<file path="src/tpc_pkg.sv">
// ----------------------------------------------------------------------------
// Triangle plane clipper package
// Shared unit opcodes, register indexes, the vertex emission descriptor and the divider status.
// ----------------------------------------------------------------------------
package tpc_pkg;

    localparam int NUM_ATTR = 7;

    typedef logic [1:0] fxu_op_t;
    localparam fxu_op_t FXU_ADD = 2'd0;
    localparam fxu_op_t FXU_SUB = 2'd1;
    localparam fxu_op_t FXU_MAC = 2'd2;

    typedef logic [2:0] reg_idx_t;
    localparam reg_idx_t REG_NORMAL_X = 3'd0;
    localparam reg_idx_t REG_NORMAL_Y = 3'd1;
    localparam reg_idx_t REG_NORMAL_Z = 3'd2;
    localparam reg_idx_t REG_POINT_X  = 3'd3;
    localparam reg_idx_t REG_POINT_Y  = 3'd4;
    localparam reg_idx_t REG_POINT_Z  = 3'd5;

    // one output vertex: zero fill, copy of a source corner, or an edge cut
    typedef struct packed {
        logic       zero;
        logic       cut;
        logic       sel;
        logic [1:0] src;
        logic       tri_sel;
        logic [1:0] corner;
        logic       last;
    } emit_desc_t;

    typedef struct packed {
        logic busy;
    } div_status_t;

endpackage

</file>
<file path="src/tpc_fxu.sv">
// ----------------------------------------------------------------------------
// Shared fixed point unit
// Saturating add/subtract, rounded product accumulate and a 32x32 multiplier.
// ----------------------------------------------------------------------------
module tpc_fxu import tpc_pkg::*; #(
    parameter int W = 32,
    parameter int F = 16
) (
    input  fxu_op_t                op,
    input  logic signed [W-1:0]    a,
    input  logic signed [W-1:0]    b,
    input  logic signed [31:0]     ma,
    input  logic signed [31:0]     mb,
    input  logic signed [63:0]     p,
    output logic signed [W-1:0]    res,
    output logic signed [63:0]     prod
);

    localparam logic signed [W:0] HI = {2'b00, {(W-1){1'b1}}};
    localparam logic signed [W:0] LO = {2'b11, {(W-1){1'b0}}};
    localparam logic signed [63:0] HI64 = 64'(HI);
    localparam logic signed [63:0] LO64 = 64'(LO);
    localparam logic signed [63:0] HALF = 64'sd1 <<< (F-1);

    logic signed [63:0]  rnd;
    logic signed [W-1:0] rnd_sat;
    logic signed [W-1:0] opb;
    logic signed [W:0]   sum;

    always_comb begin
        rnd = (p + HALF) >>> F;
        if (rnd > HI64) begin
            rnd_sat = HI[W-1:0];
        end else if (rnd < LO64) begin
            rnd_sat = LO[W-1:0];
        end else begin
            rnd_sat = rnd[W-1:0];
        end
        opb = (op == FXU_MAC) ? rnd_sat : b;
        if (op == FXU_SUB) begin
            sum = {a[W-1], a} - {opb[W-1], opb};
        end else begin
            sum = {a[W-1], a} + {opb[W-1], opb};
        end
        if (sum > HI) begin
            res = HI[W-1:0];
        end else if (sum < LO) begin
            res = LO[W-1:0];
        end else begin
            res = sum[W-1:0];
        end
        prod = ma * mb;
    end

endmodule

</file>
<file path="config.mk">
export PLATFORM = sky130hd
export DESIGN_NAME = tpc_fxu
export DESIGN_NICKNAME = d
export VERILOG_FILES = /design/src/tpc_pkg.sv /design/src/tpc_fxu.sv
export SDC_FILE = /design/constraint.sdc
export NUM_CORES = 2
export LEC_CHECK = 0
export ABC_AREA = 1
export BUFFER_PORTS_ARGS = -buffer_cell sky130_fd_sc_hd__clkbuf_2
export CORE_MARGIN = 2
export CORE_UTILIZATION = 35
export DETAILED_ROUTE_END_ITERATION = 6
export GPL_ROUTABILITY_DRIVEN = 0
export MAX_ROUTING_LAYER = met4
export PLACE_DENSITY = 0.55
export SYNTH_ARGS = -nofsm -noshare
export SYNTH_HDL_FRONTEND = slang
export SYNTH_SLANG_ARGS = --single-unit
</file>
<file path="constraint.sdc">
create_clock -name vclk -period 8.6
set_input_delay 0.86 -clock vclk [all_inputs]
set_output_delay 0.86 -clock vclk [all_outputs]
set_load 0.05 [all_outputs]
</file>
**Word level (Yosys, flattened, before mapping)**

Index checks and enable logic that the tools add are counted.

- Output and inout port bits: 96
- Bits of input ports: 194
- Bits in registers: 0

- Equal/unequal tests: 2
- Multipliers: 1
- Magnitude comparators: 4
- Mux-type cells: 6
- Add/sub/neg operators: 3

Operators with widths:

| cell | number |
|---|---|
| 2-to-1 mux 32 bit | 5 |
| adder 64 x 17 -> 64 bit (second input constant) | 1 |
| multiplier 32 x 32 -> 64 bit | 1 |
| > comparator 48 x 32 -> 1 bit (second input constant) | 1 |
| less-than comparator 48 x 32 -> 1 bit (second input constant) | 1 |
| adder 32 x 32 -> 33 bit | 1 |
| > comparator 33 x 32 -> 1 bit (second input constant) | 1 |
| less-than comparator 33 x 32 -> 1 bit (second input constant) | 1 |
| 2-to-1 mux 33 bit | 1 |
| subtractor 32 x 32 -> 33 bit | 1 |
| == test 2 x 1 -> 1 bit (second input constant) | 1 |
| == test 2 bit (second input constant) | 1 |

**Depth between registers and ports, before layout**

- Depth after elaboration: 10
- Mapped depth: 43
- Gate-level depth less buffers: 41

**Least setup slack after synthesis**

No wires, ideal clock.

- Path type: input-to-output
- Start: in ma[31]
- End: out prod[63]
- Arrival time: 8301 ps
- Setup slack: -561 ps
- Required time: 7740 ps
- Stages on the path: 24
- Path buffers: 1
- Cells stage by stage: clkbuf_1 -> nand2_1 -> inv_1 -> fa_1 -> fa_1 -> fa_1 -> fa_1 -> inv_1 -> fa_1 -> fa_1 -> fa_1 -> fa_1 -> inv_1 -> ha_1 -> nand2_1 -> nor2_1 -> inv_1 -> nor2_1 -> nand3_1 -> nor2_1 -> nand2_1 -> o211ai_1 -> a21oi_1 -> xor2_1

- Word-level cells in the longest chain between the ends: 1

RTL lines:

| what | line | text |
|---|---|---|
| from (decl) | tpc_fxu.sv:12 | `input logic signed [31:0] ma,` |
| multiplier 32 x 32 -> 64 bit | tpc_fxu.sv:52 | `prod = ma * mb;` |
| to (decl) | tpc_fxu.sv:16 | `output logic signed [63:0] prod` |

No other way between the ends.

**Worst setup path in the final report**

- Start: in ma[14]
- End: out prod[53]

The elaborated chain is that of the path after synthesis.

==> flow_summary_export.csv <==
group,metric,value,unit
global_routing,number_of_antenna_violations_at_the_first_check_in_global_routing,1,
routing,ant_nets,0,
sta,timing_worst_slew_pin_value,0.687,ns
worst_setup_path,worst_setup_path_end_kind,"output port",
yosys,syn-cell-area,0.0415,mm^2
finish,n_clock_buffer,0,
yosys,yosys.area.top_type_share,0.523,
sta,relSlewSlack,0.537,
worst_setup_path,critical-path-top-cell-by-count,"sky130_fd_sc_hd__fa_1",
routing,initialDrtViolationCount,1944,
sta,period_minus_slack,8.80,ns
place,place.port_buffers,275,
sta,setup-violations-final,22,
worst_setup_path,critPathKind,"in -> out",
sta,timing.final.ws_setup,-0.200,ns
yosys,synth-seq-area-share,0,
run_status,status,"finished, violations left",
routing,drtPass1Iterations,7,
yosys,post_synth_net_total,6837,
yosys,ys_top_cells_by_area,"sky130_fd_sc_hd__fa_1, sky130_fd_sc_hd__inv_1, sky130_fd_sc_hd__nand2_1",
global_routing,grt_max_degree,45,
yosys,ys_types,47,
hold_path,hp-class,"in -> out",
floorplanning,core-area,0.118,mm^2
sta,hold_ws,2.35,ns
sta,timing_hold_violations_final,0,
routing,drc,0,
floorplanning,floorplan.io_pins,290,
finish,numSequentialCells,0,
routing,wl,131000,um
floorplanning,die-area,0.121,mm^2
floorplanning,chipWidth,348,um
finish,finish.instance_area,0.0547,mm^2
worst_setup_path,slowest_cell_delay_on_critical_path,0.56,ns
worst_setup_path,critPathArrivalTime,7.94,ns
finish,most_common_cell_after_layout_fill_and_taps_aside,"sky130_fd_sc_hd__inv_1",
sta,final_worst_path_cycle_share,1.02,
worst_setup_path,critPathMaxFanout,5,
routing,routed-via-count,35705,
sta,timing_max_transition_violations_final,0,
place,dp_hpwl,111000,um
finish,layout.area.seq,0,um^2
finish,layout.cells.most_common_list,"sky130_fd_sc_hd__inv_1, sky130_fd_sc_hd__nand2_1, sky130_fd_sc_hd__fa_1",
floorplanning,row_count,126,
yosys,number_of_instances_in_the_synthesized_netlist,5342,
finish,drive_above_1_share,0.264,
finish,nNetsFinal,7615,
global_routing,grt_use_total,0.225,
place,dpl-instance-area,0.0497,mm^2
routing,routed_wire_length_per_instance,17.1,um
sta,max_clk_rate,0.114,GHz
worst_setup_path,start_kind,"input port",
run,maxCapViolations,0,
clock_network,cts-hold-fix-buffers,0,
floorplanning,starting_density_of_the_core,0.352,
finish,syn2layout_area_growth,31.9,%
floorplanning,chipHeight,348,um
global_routing,grt_overflow_total,0,
run_status,failing_checks,"setup timing",
worst_setup_path,timing.critical_path.slowest_stage_cell,"sky130_fd_sc_hd__fa_1",
routing,detail_route.vias_per_cell,4.66,
yosys,yosysTopAreaCell,"sky130_fd_sc_hd__fa_1",
global_routing,grt_first_pass_wirelength,210000,um
finish,final.fill_count,11453,
global_routing,vias_in_the_first_global_route,38487,
yosys,synthesis.area_per_instance,7.77,um^2
sta,grt_setup_unrepaired,"true",
yosys,ys_warn_count,0,
worst_setup_path,worst-endpoint-required,7.74,ns
sta,setup_tns,-2.03,ns
[stage by stage]
step | std cells | setup slack [ns] | util
after global placement | 7521 | -0.990 | 0.422
after global routing | 7655 | -0.452 | 0.465
after floorplan | 5342 | -0.127 | -
after detailed placement | 7521 | -0.981 | 0.422
final | 7655 | -0.200 | 0.465
after CTS | 7588 | -0.227 | 0.446
[path summary, 6_finish.rpt]
| kind | startpoint | end | slack [ns] | depth (start not counted) |
|---|---|---|---|---|
| worst min-delay path | a[0] | res[0] | 2.35 | 7 |
| worst max-delay path | ma[14] | prod[53] | -0.20 | 29 |
[cell families after synthesis]
logic type	Yosys count	share of synthesized area
buf+inv	1775	0.162
fa+ha+maj	1301	0.588
xor+xnor	162	0.0344
compound gates	285	0.0397
simple gates	1819	0.176
[worst max-delay path: cells and delay by family]
kind / cells / cell delay [ns]
adder cells (fa/ha/maj): 9 / 4.34
AO/OA/AOI/OAI: 1 / 0.45
XOR/XNOR: 1 / 0.25
AND/OR/NAND/NOR: 6 / 0.75
buffers and inverters: 12 / 1.23
[Yosys cell counts, types with 10 or more instances]
cell type	number
sky130_fd_sc_hd__clkbuf_1	198
sky130_fd_sc_hd__a31oi_1	34
sky130_fd_sc_hd__a21oi_1	116
sky130_fd_sc_hd__nand3_1	68
sky130_fd_sc_hd__or2_2	47
sky130_fd_sc_hd__nand2_1	1416
sky130_fd_sc_hd__fa_1	1083
sky130_fd_sc_hd__o21ai_0	66
sky130_fd_sc_hd__inv_1	1555
sky130_fd_sc_hd__ha_1	218
sky130_fd_sc_hd__a21boi_0	11
sky130_fd_sc_hd__nand2_2	14
sky130_fd_sc_hd__o21ai_1	18
sky130_fd_sc_hd__xnor2_1	71
sky130_fd_sc_hd__xor2_1	90
sky130_fd_sc_hd__nor2_1	209
sky130_fd_sc_hd__nor2_2	10
sky130_fd_sc_hd__nand4_1	17
[metal layers]
layer	GRT usage	wire length (um)	vias up
met5	-	0	-
met4	0.0433	3430	0
met2	0.396	67200	807
li1	-	-	16564
met3	0.0132	5230	164
met1	0.288	54900	18170
[what timing repair did]
item,CTS,global route
setup buffers,66,72
setup endpoints to repair,37,67
resized for setup,479,454
pin swaps,164,224
gates cloned,6,7
[cell type report]
cell class                      instances  area [um^2]  share of cell area
Antenna cell                            1         2.50           0.0000457
Inverter                             1567         5890               0.108
Multi-Input combinational cell       3567        37500               0.685
Tap cell                             1536         1920              0.0351
Timing Repair Buffer                  984         9440               0.172
Power is not shown: default switching activity piles up to over one toggle a cycle in this logic, so the estimate is an artifact.
