[config.mk]
export PLATFORM = sky130hd
export DESIGN_NAME = tpc_div
export DESIGN_NICKNAME = d
export VERILOG_FILES = /design/src/tpc_pkg.sv /design/src/tpc_div.sv
export SDC_FILE = /design/constraint.sdc
export NUM_CORES = 1
export LEC_CHECK = 0
export BUFFER_PORTS_ARGS = -buffer_cell sky130_fd_sc_hd__buf_2
export CELL_PAD_IN_SITES_DETAIL_PLACEMENT = 0
export CELL_PAD_IN_SITES_GLOBAL_PLACEMENT = 1
export CORE_MARGIN = 2
export CORE_UTILIZATION = 42
export CTS_BUF_LIST = sky130_fd_sc_hd__clkbuf_8
export CTS_CLUSTER_SIZE = 12
export DETAILED_ROUTE_END_ITERATION = 7
export HOLD_SLACK_MARGIN = 0.08
export PLACE_DENSITY_LB_ADDON = 0.25
export SYNTH_ARGS = -nofsm -noshare
export SYNTH_HDL_FRONTEND = slang
export SYNTH_SLANG_ARGS = --single-unit
[constraint.sdc]
create_clock -name aclk -period 3.85 [get_ports aclk]
set_input_delay 0.5775 -clock aclk [delete_from_list [all_inputs] [get_ports aclk]]
set_output_delay 0.5775 -clock aclk [all_outputs]
set_load 0.05 [all_outputs]
[src/tpc_pkg.sv]
// ----------------------------------------------------------------------------
// Triangle plane clipper package
// Shared unit opcodes, register indexes, the vertex emission descriptor and the divider status.
// ----------------------------------------------------------------------------
package tpc_pkg;

    localparam int NUM_ATTR = 7;

    typedef logic [1:0] fxu_op_t;
    localparam fxu_op_t FXU_ADD = 2'd0;
    localparam fxu_op_t FXU_SUB = 2'd1;
    localparam fxu_op_t FXU_MAC = 2'd2;

    typedef logic [2:0] reg_idx_t;
    localparam reg_idx_t REG_NORMAL_X = 3'd0;
    localparam reg_idx_t REG_NORMAL_Y = 3'd1;
    localparam reg_idx_t REG_NORMAL_Z = 3'd2;
    localparam reg_idx_t REG_POINT_X  = 3'd3;
    localparam reg_idx_t REG_POINT_Y  = 3'd4;
    localparam reg_idx_t REG_POINT_Z  = 3'd5;

    // one output vertex: zero fill, copy of a source corner, or an edge cut
    typedef struct packed {
        logic       zero;
        logic       cut;
        logic       sel;
        logic [1:0] src;
        logic       tri_sel;
        logic [1:0] corner;
        logic       last;
    } emit_desc_t;

    typedef struct packed {
        logic busy;
    } div_status_t;

endpackage

[src/tpc_div.sv]
// ----------------------------------------------------------------------------
// Edge parameter divider
// Restoring divider, one quotient bit per cycle: q = (num << F) / den,
// for 0 <= num <= den.
// ----------------------------------------------------------------------------
module tpc_div import tpc_pkg::*; #(
    parameter int W = 32,
    parameter int F = 16
) (
    input  logic          aclk,
    input  logic          aresetn,
    input  logic          start,
    input  logic [W-1:0]  num,
    input  logic [W-1:0]  den,
    output div_status_t   status,
    output logic [F:0]    q
);

    localparam int CW = $clog2(F + 2);

    logic [W:0]    r_reg, r_next, rs;
    logic [W-1:0]  den_reg, den_next;
    logic [F:0]    q_reg, q_next;
    logic [CW-1:0] cnt_reg, cnt_next;
    logic          busy_reg, busy_next;
    logic          first_reg, first_next;
    logic          ge;

    always_comb begin
        rs         = first_reg ? r_reg : {r_reg[W-1:0], 1'b0};
        ge         = rs >= {1'b0, den_reg};
        r_next     = r_reg;
        den_next   = den_reg;
        q_next     = q_reg;
        cnt_next   = cnt_reg;
        busy_next  = busy_reg;
        first_next = first_reg;
        if (start) begin
            r_next     = {1'b0, num};
            den_next   = den;
            q_next     = '0;
            cnt_next   = CW'(F + 1);
            busy_next  = 1'b1;
            first_next = 1'b1;
        end else if (busy_reg) begin
            r_next     = ge ? rs - {1'b0, den_reg} : rs;
            q_next     = {q_reg[F-1:0], ge};
            first_next = 1'b0;
            cnt_next   = cnt_reg - CW'(1);
            if (cnt_reg == CW'(1)) begin
                busy_next = 1'b0;
            end
        end
    end

    always_ff @(posedge aclk) begin
        if (!aresetn) begin
            busy_reg  <= 1'b0;
            first_reg <= 1'b0;
            cnt_reg   <= '0;
        end else begin
            busy_reg  <= busy_next;
            first_reg <= first_next;
            cnt_reg   <= cnt_next;
        end
        r_reg   <= r_next;
        den_reg <= den_next;
        q_reg   <= q_next;
    end

    assign status.busy = busy_reg;
    assign q           = q_reg;

endmodule

### After elaboration in Yosys (flattened, before gate mapping)

Index checks and enable logic that the tools add are counted.
W data, S select, Z words.

* add/subtract/negate cells: 2
* equal/unequal tests: 1
* reductions and logical operators: 2
* magnitude comparators: 1
* muxes and demuxes: 11
* bitwise gates (word level): 1

Operator list (count)
* $mux W33: 2
* $mux W32: 2
* $ge A33 B32 Y1: 1
* $sub A33 B32 Y33: 1
* $mux W5: 2
* $eq A5 B1 Y1 const B: 1
* $mux W1: 5
* $sub A5 B1 Y5 const B: 1
* $reduce_bool A2 Y1: 1
* $reduce_or A2 Y1: 1
* $not A1 Y1: 1

* bits in registers: 89
* bits of input ports: 67
* logic and storage cells: 26
* output and inout bits: 18

### Longest topological paths before layout

* word-level depth: 5
* gate-level depth with buffers: 16
* gate-level depth less buffers: 12

### Least setup slack after synthesis

No wires, ideal clock.

* kind: reg-to-reg
* start: register first_reg
* end: register r_reg[14] (data pin)
* data arrival time: 3.673 ns
* buffers on the path: 4
* period minus slack after synthesis: 3.933 ns
* required time: 3.590 ns
* setup time: 0.260 ns
* setup slack: -0.083 ns
* cell stages (with the launch flop): 15
* cells stage by stage: dfxtp_1 -> clkbuf_1 -> buf_1 -> buf_1 -> mux2_2 -> ha_1 -> buf_2 -> nand4_1 -> nor4_1 -> a41o_1 -> a211oi_2 -> o221ai_2 -> a21o_1 -> mux2_2 -> mux2_2

* longest elaborated chain between the ends: 5
* elaborated cells between the ends (all ways): 6
* classes of those cells: 1 x add/sub; 1 x order compare; 4 x mux

RTL lines
* start: declaration: RTL line tpc_div.sv:26 `logic first_reg, first_next;`
* start signal: assignment: RTL line tpc_div.sv:63 `first_reg <= first_next;`
* $mux W33 *: RTL line tpc_div.sv:30 `rs = first_reg ? r_reg : {r_reg[W-1:0], 1'b0};`
* $sub A33 B32 Y33 or $ge A33 B32 Y1 (tied branches): RTL line tpc_div.sv:46, tpc_div.sv:31
* $mux W33 *: RTL line tpc_div.sv:46 `r_next = ge ? rs - {1'b0, den_reg} : rs;`
* $mux W32 *: RTL line tpc_div.sv:45 `end else if (busy_reg) begin`
* $mux W32 *: RTL line tpc_div.sv:38 `if (start) begin`
* net r_next[14]: RTL line tpc_div.sv:21 `logic [W:0] r_reg, r_next, rs;`
* end signal: assignment: RTL line tpc_div.sv:66 `r_reg <= r_next;`
* end: declaration: RTL line tpc_div.sv:21

Mark *: on every way through the listed nets, which the timed path passes. The rest lies on a longest branch. The select of a mux whose other input is x is not followed.
A chain may end at the register's enable or synchronous reset.

### Worst setup path after layout

* start: register first_reg
* end: register r_reg[26] (data pin)

The elaborated chain is that of the path after synthesis.

==> results.py <==
metrics = {
    "setup_path": {
        "worst_ep_arrival_time_ps": 3810,
        "cp.required_ps": 4000,
        "criticalPathCategory": "reg2reg",
        "critPathLaunchType": "register",
        "cp-end-kind": "register",
        "timing.rr.start": "first_reg",
        "crit_path_start": "first_reg",
        "critPathMaxFanout": 34,
    },
    "synthesis": {
        "synth_nets": 723,
        "synth_top_area_cell": "edfxtp_1",
        "ys.flop_type": "edfxtp_1",
        "ys_types": 61,
        "netlist_instances": 621,
        "synth_area_leaders": "edfxtp_1, dfxtp_1, mux2_2",
        "synth_top_area_frac": 0.317,
        "avgSynthCellArea_sq_um": 9.77,
        "async_reset_ff_frac": 0,
        "netlist_area_sq_um": 6060,
        "yosys_warnings": 0,
        "ys_seq_area_frac": 0.399,
        "synth_edf_count": 64,
        "synth-seq-cells": 89,
    },
    "placed_design": {
        "hpwl_um": 10600,
        "io_buffers": 84,
        "gp_congestion": 0.884,
        "post-place-ws_ps": 181,
    },
    "global_routing": {
        "grt_pass1_wl_um": 23200,
        "antenna_found_initial": 0,
        "globalRouteOverflowTotal": 0,
        "grt_usage": 0.193,
        "grt_max_degree": 43,
        "grt_use_met1": 0.258,
        "grt.busiest_layer": "met2",
        "grt_util_met2": 0.315,
        "grt_pass1_vias": 4764,
        "use_met3": 0.0458,
    },
    "detailed_routing": {
        "drtPass1Iterations": 5,
        "dr.first_iter.drc_count": 217,
        "routedWlPerCell_um": 15.8,
        "vias": 4765,
        "wl_um": 14100,
        "post-route-drc-count": 0,
        "vias_per_cell": 5.37,
        "postRouteAntennaNets": 0,
    },
    "clock_network": {
        "cts.sinks": 89,
        "cts_tree": "yes",
        "numCtsBuffers": 9,
        "clock_path_buffers": 2,
        "clock_latency_ps": 380,
        "clk_pin_slew_worst_paths_ps": 90,
        "cts_root_buf": "clkbuf_8",
        "cts_max_level": 3,
    },
    "finish": {
        "layout_common_cells": "buf_2, edfxtp_1, inv_1",
        "final_common_cell": "buf_2",
        "syn2layout_area_growth_pct": 14.8,
        "nets": 805,
        "largest_register_ffs": 33,
        "drive_gt1_frac": 0.244,
        "n_antenna_cell": 0,
    },
    "timing": {
        "setup_tns_ps": 0,
        "timing.final.crit_share": 0.953,
        "finalMaxSlewViolations": 0,
        "relSlewSlack": 0.441,
        "layout_setup_ws_ps": 181,
        "clock.fmax_ghz": 0.273,
        "hold_violations": 0,
        "min_period_ps": 3670,
        "rsz0062_at_grt": "false",
        "finClkSkew_ps": 7.86,
        "setup_violations": 0,
        "tightest_slew_ps": 838,
        "whs_ps": 366,
    },
    "pwr": {
        "cellLeakagePower_nw": 3.06,
        "power_density_nw_per_um2": 667,
        "ir_drop_mv": 0.258,
    },
    "floorplan": {
        "chipHeight_um": 124,
        "pin_count": 85,
        "start_util": 0.434,
        "row_count": 43,
        "die_area_sq_um": 15400,
        "coreArea_sq_um": 14000,
        "fp.dieW_um": 124,
    },
    "run_status": {
        "status": "finished clean",
    },
    "run": {
        "cap_viol_max_count": 0,
    },
    "hold_path": {
        "hp-class": "in2reg",
        "timing.hold.worst.start": "den[31]",
    },
}
## per-stage QoR
step	utilization	cell area (sq um)	power [mW]	cells
2_1_floorplan	-	6070	3.27	621
3_3_place_gp	0.479	6710	3.85	871
3_5_place_dp	0.479	6710	3.87	871
4_1_cts	0.496	6940	4.66	887
5_1_grt	0.498	6960	5.01	888
6_report	0.498	6960	4.65	888
## power by group
part / total (mW) / internal [mW] / switching (mW)
Combinational: 2.53 / 1.12 / 1.41
Clock: 0.772 / 0.427 / 0.346
Sequential: 1.34 / 1.26 / 0.0855
## logic make-up (layout without fill, tap and decap cells)
logic type | Yosys count | count (layout) | synth area share
AND/OR/NAND/NOR | 152 | 152 | 0.124
AO/OA/AOI/OAI | 151 | 151 | 0.163
flip-flops | 89 | 89 | 0.399
buffers and inverters | 86 | 173 | 0.0600
multiplexers | 79 | 79 | 0.138
adder cells (fa/ha/maj) | 35 | 35 | 0.0734
XOR/XNOR | 29 | 29 | 0.0419
## worst max-delay path: stages (launching register included)
cell	delay, ps
dfxtp_1	360
buf_12	230
mux2_2	400
fa_1	450
a21o_1	230
a311o_1	400
a221oi_2	330
a31oi_2	190
a31oi_4	300
o21ai_0	170
xor2_1	170
a21o_1	190
## per-layer routing
layer | vias to the layer above | share of wire
li1 | 2415 | -
met1 | 2261 | 0.47
met2 | 80 | 0.48
met3 | 9 | 0.042
met4 | 0 | 0.011
met5 | - | 0
## final timing paths
check | to | slack [ps] | cells past startpoint
worst max-delay path | r_reg[26] | 180 | 11
worst min-delay path | den_reg[31] | 370 | 1
worst max register to register | r_reg[26] | 180 | 11
worst min register to register | cnt_reg[1] | 500 | 2
## Yosys cell counts, types with 12 or more instances
library cell and number:
xor2_1 12, buf_2 14, ha_1 34, a21o_1 18
edfxtp_1 64, dfxtp_1 25, nor2_1 39, o21ai_0 34
nand2_1 45, mux2i_1 40, xnor2_1 17, inv_1 52
nor2b_1 12, a21oi_1 46, mux2_2 39
## area by class of cell
class | instances | area, sq um
inverter | 52 | 195
fill | 1340 | 7030
clock buffer | 9 | 124
timing repair buffer | 105 | 593
sequential | 89 | 2420
multi-input combinational | 446 | 3290
clock inverter | 7 | 111
tap | 180 | 225
## timing repair
| item | CTS | global route |
|---|---|---|
| resized for setup | 0 | 2 |
| hold buffers | 0 | 0 |
| setup endpoints to repair | 0 | 20 |
| buffers inserted | 0 | 1 |
Note: power is estimated with default switching activity, not from simulation.
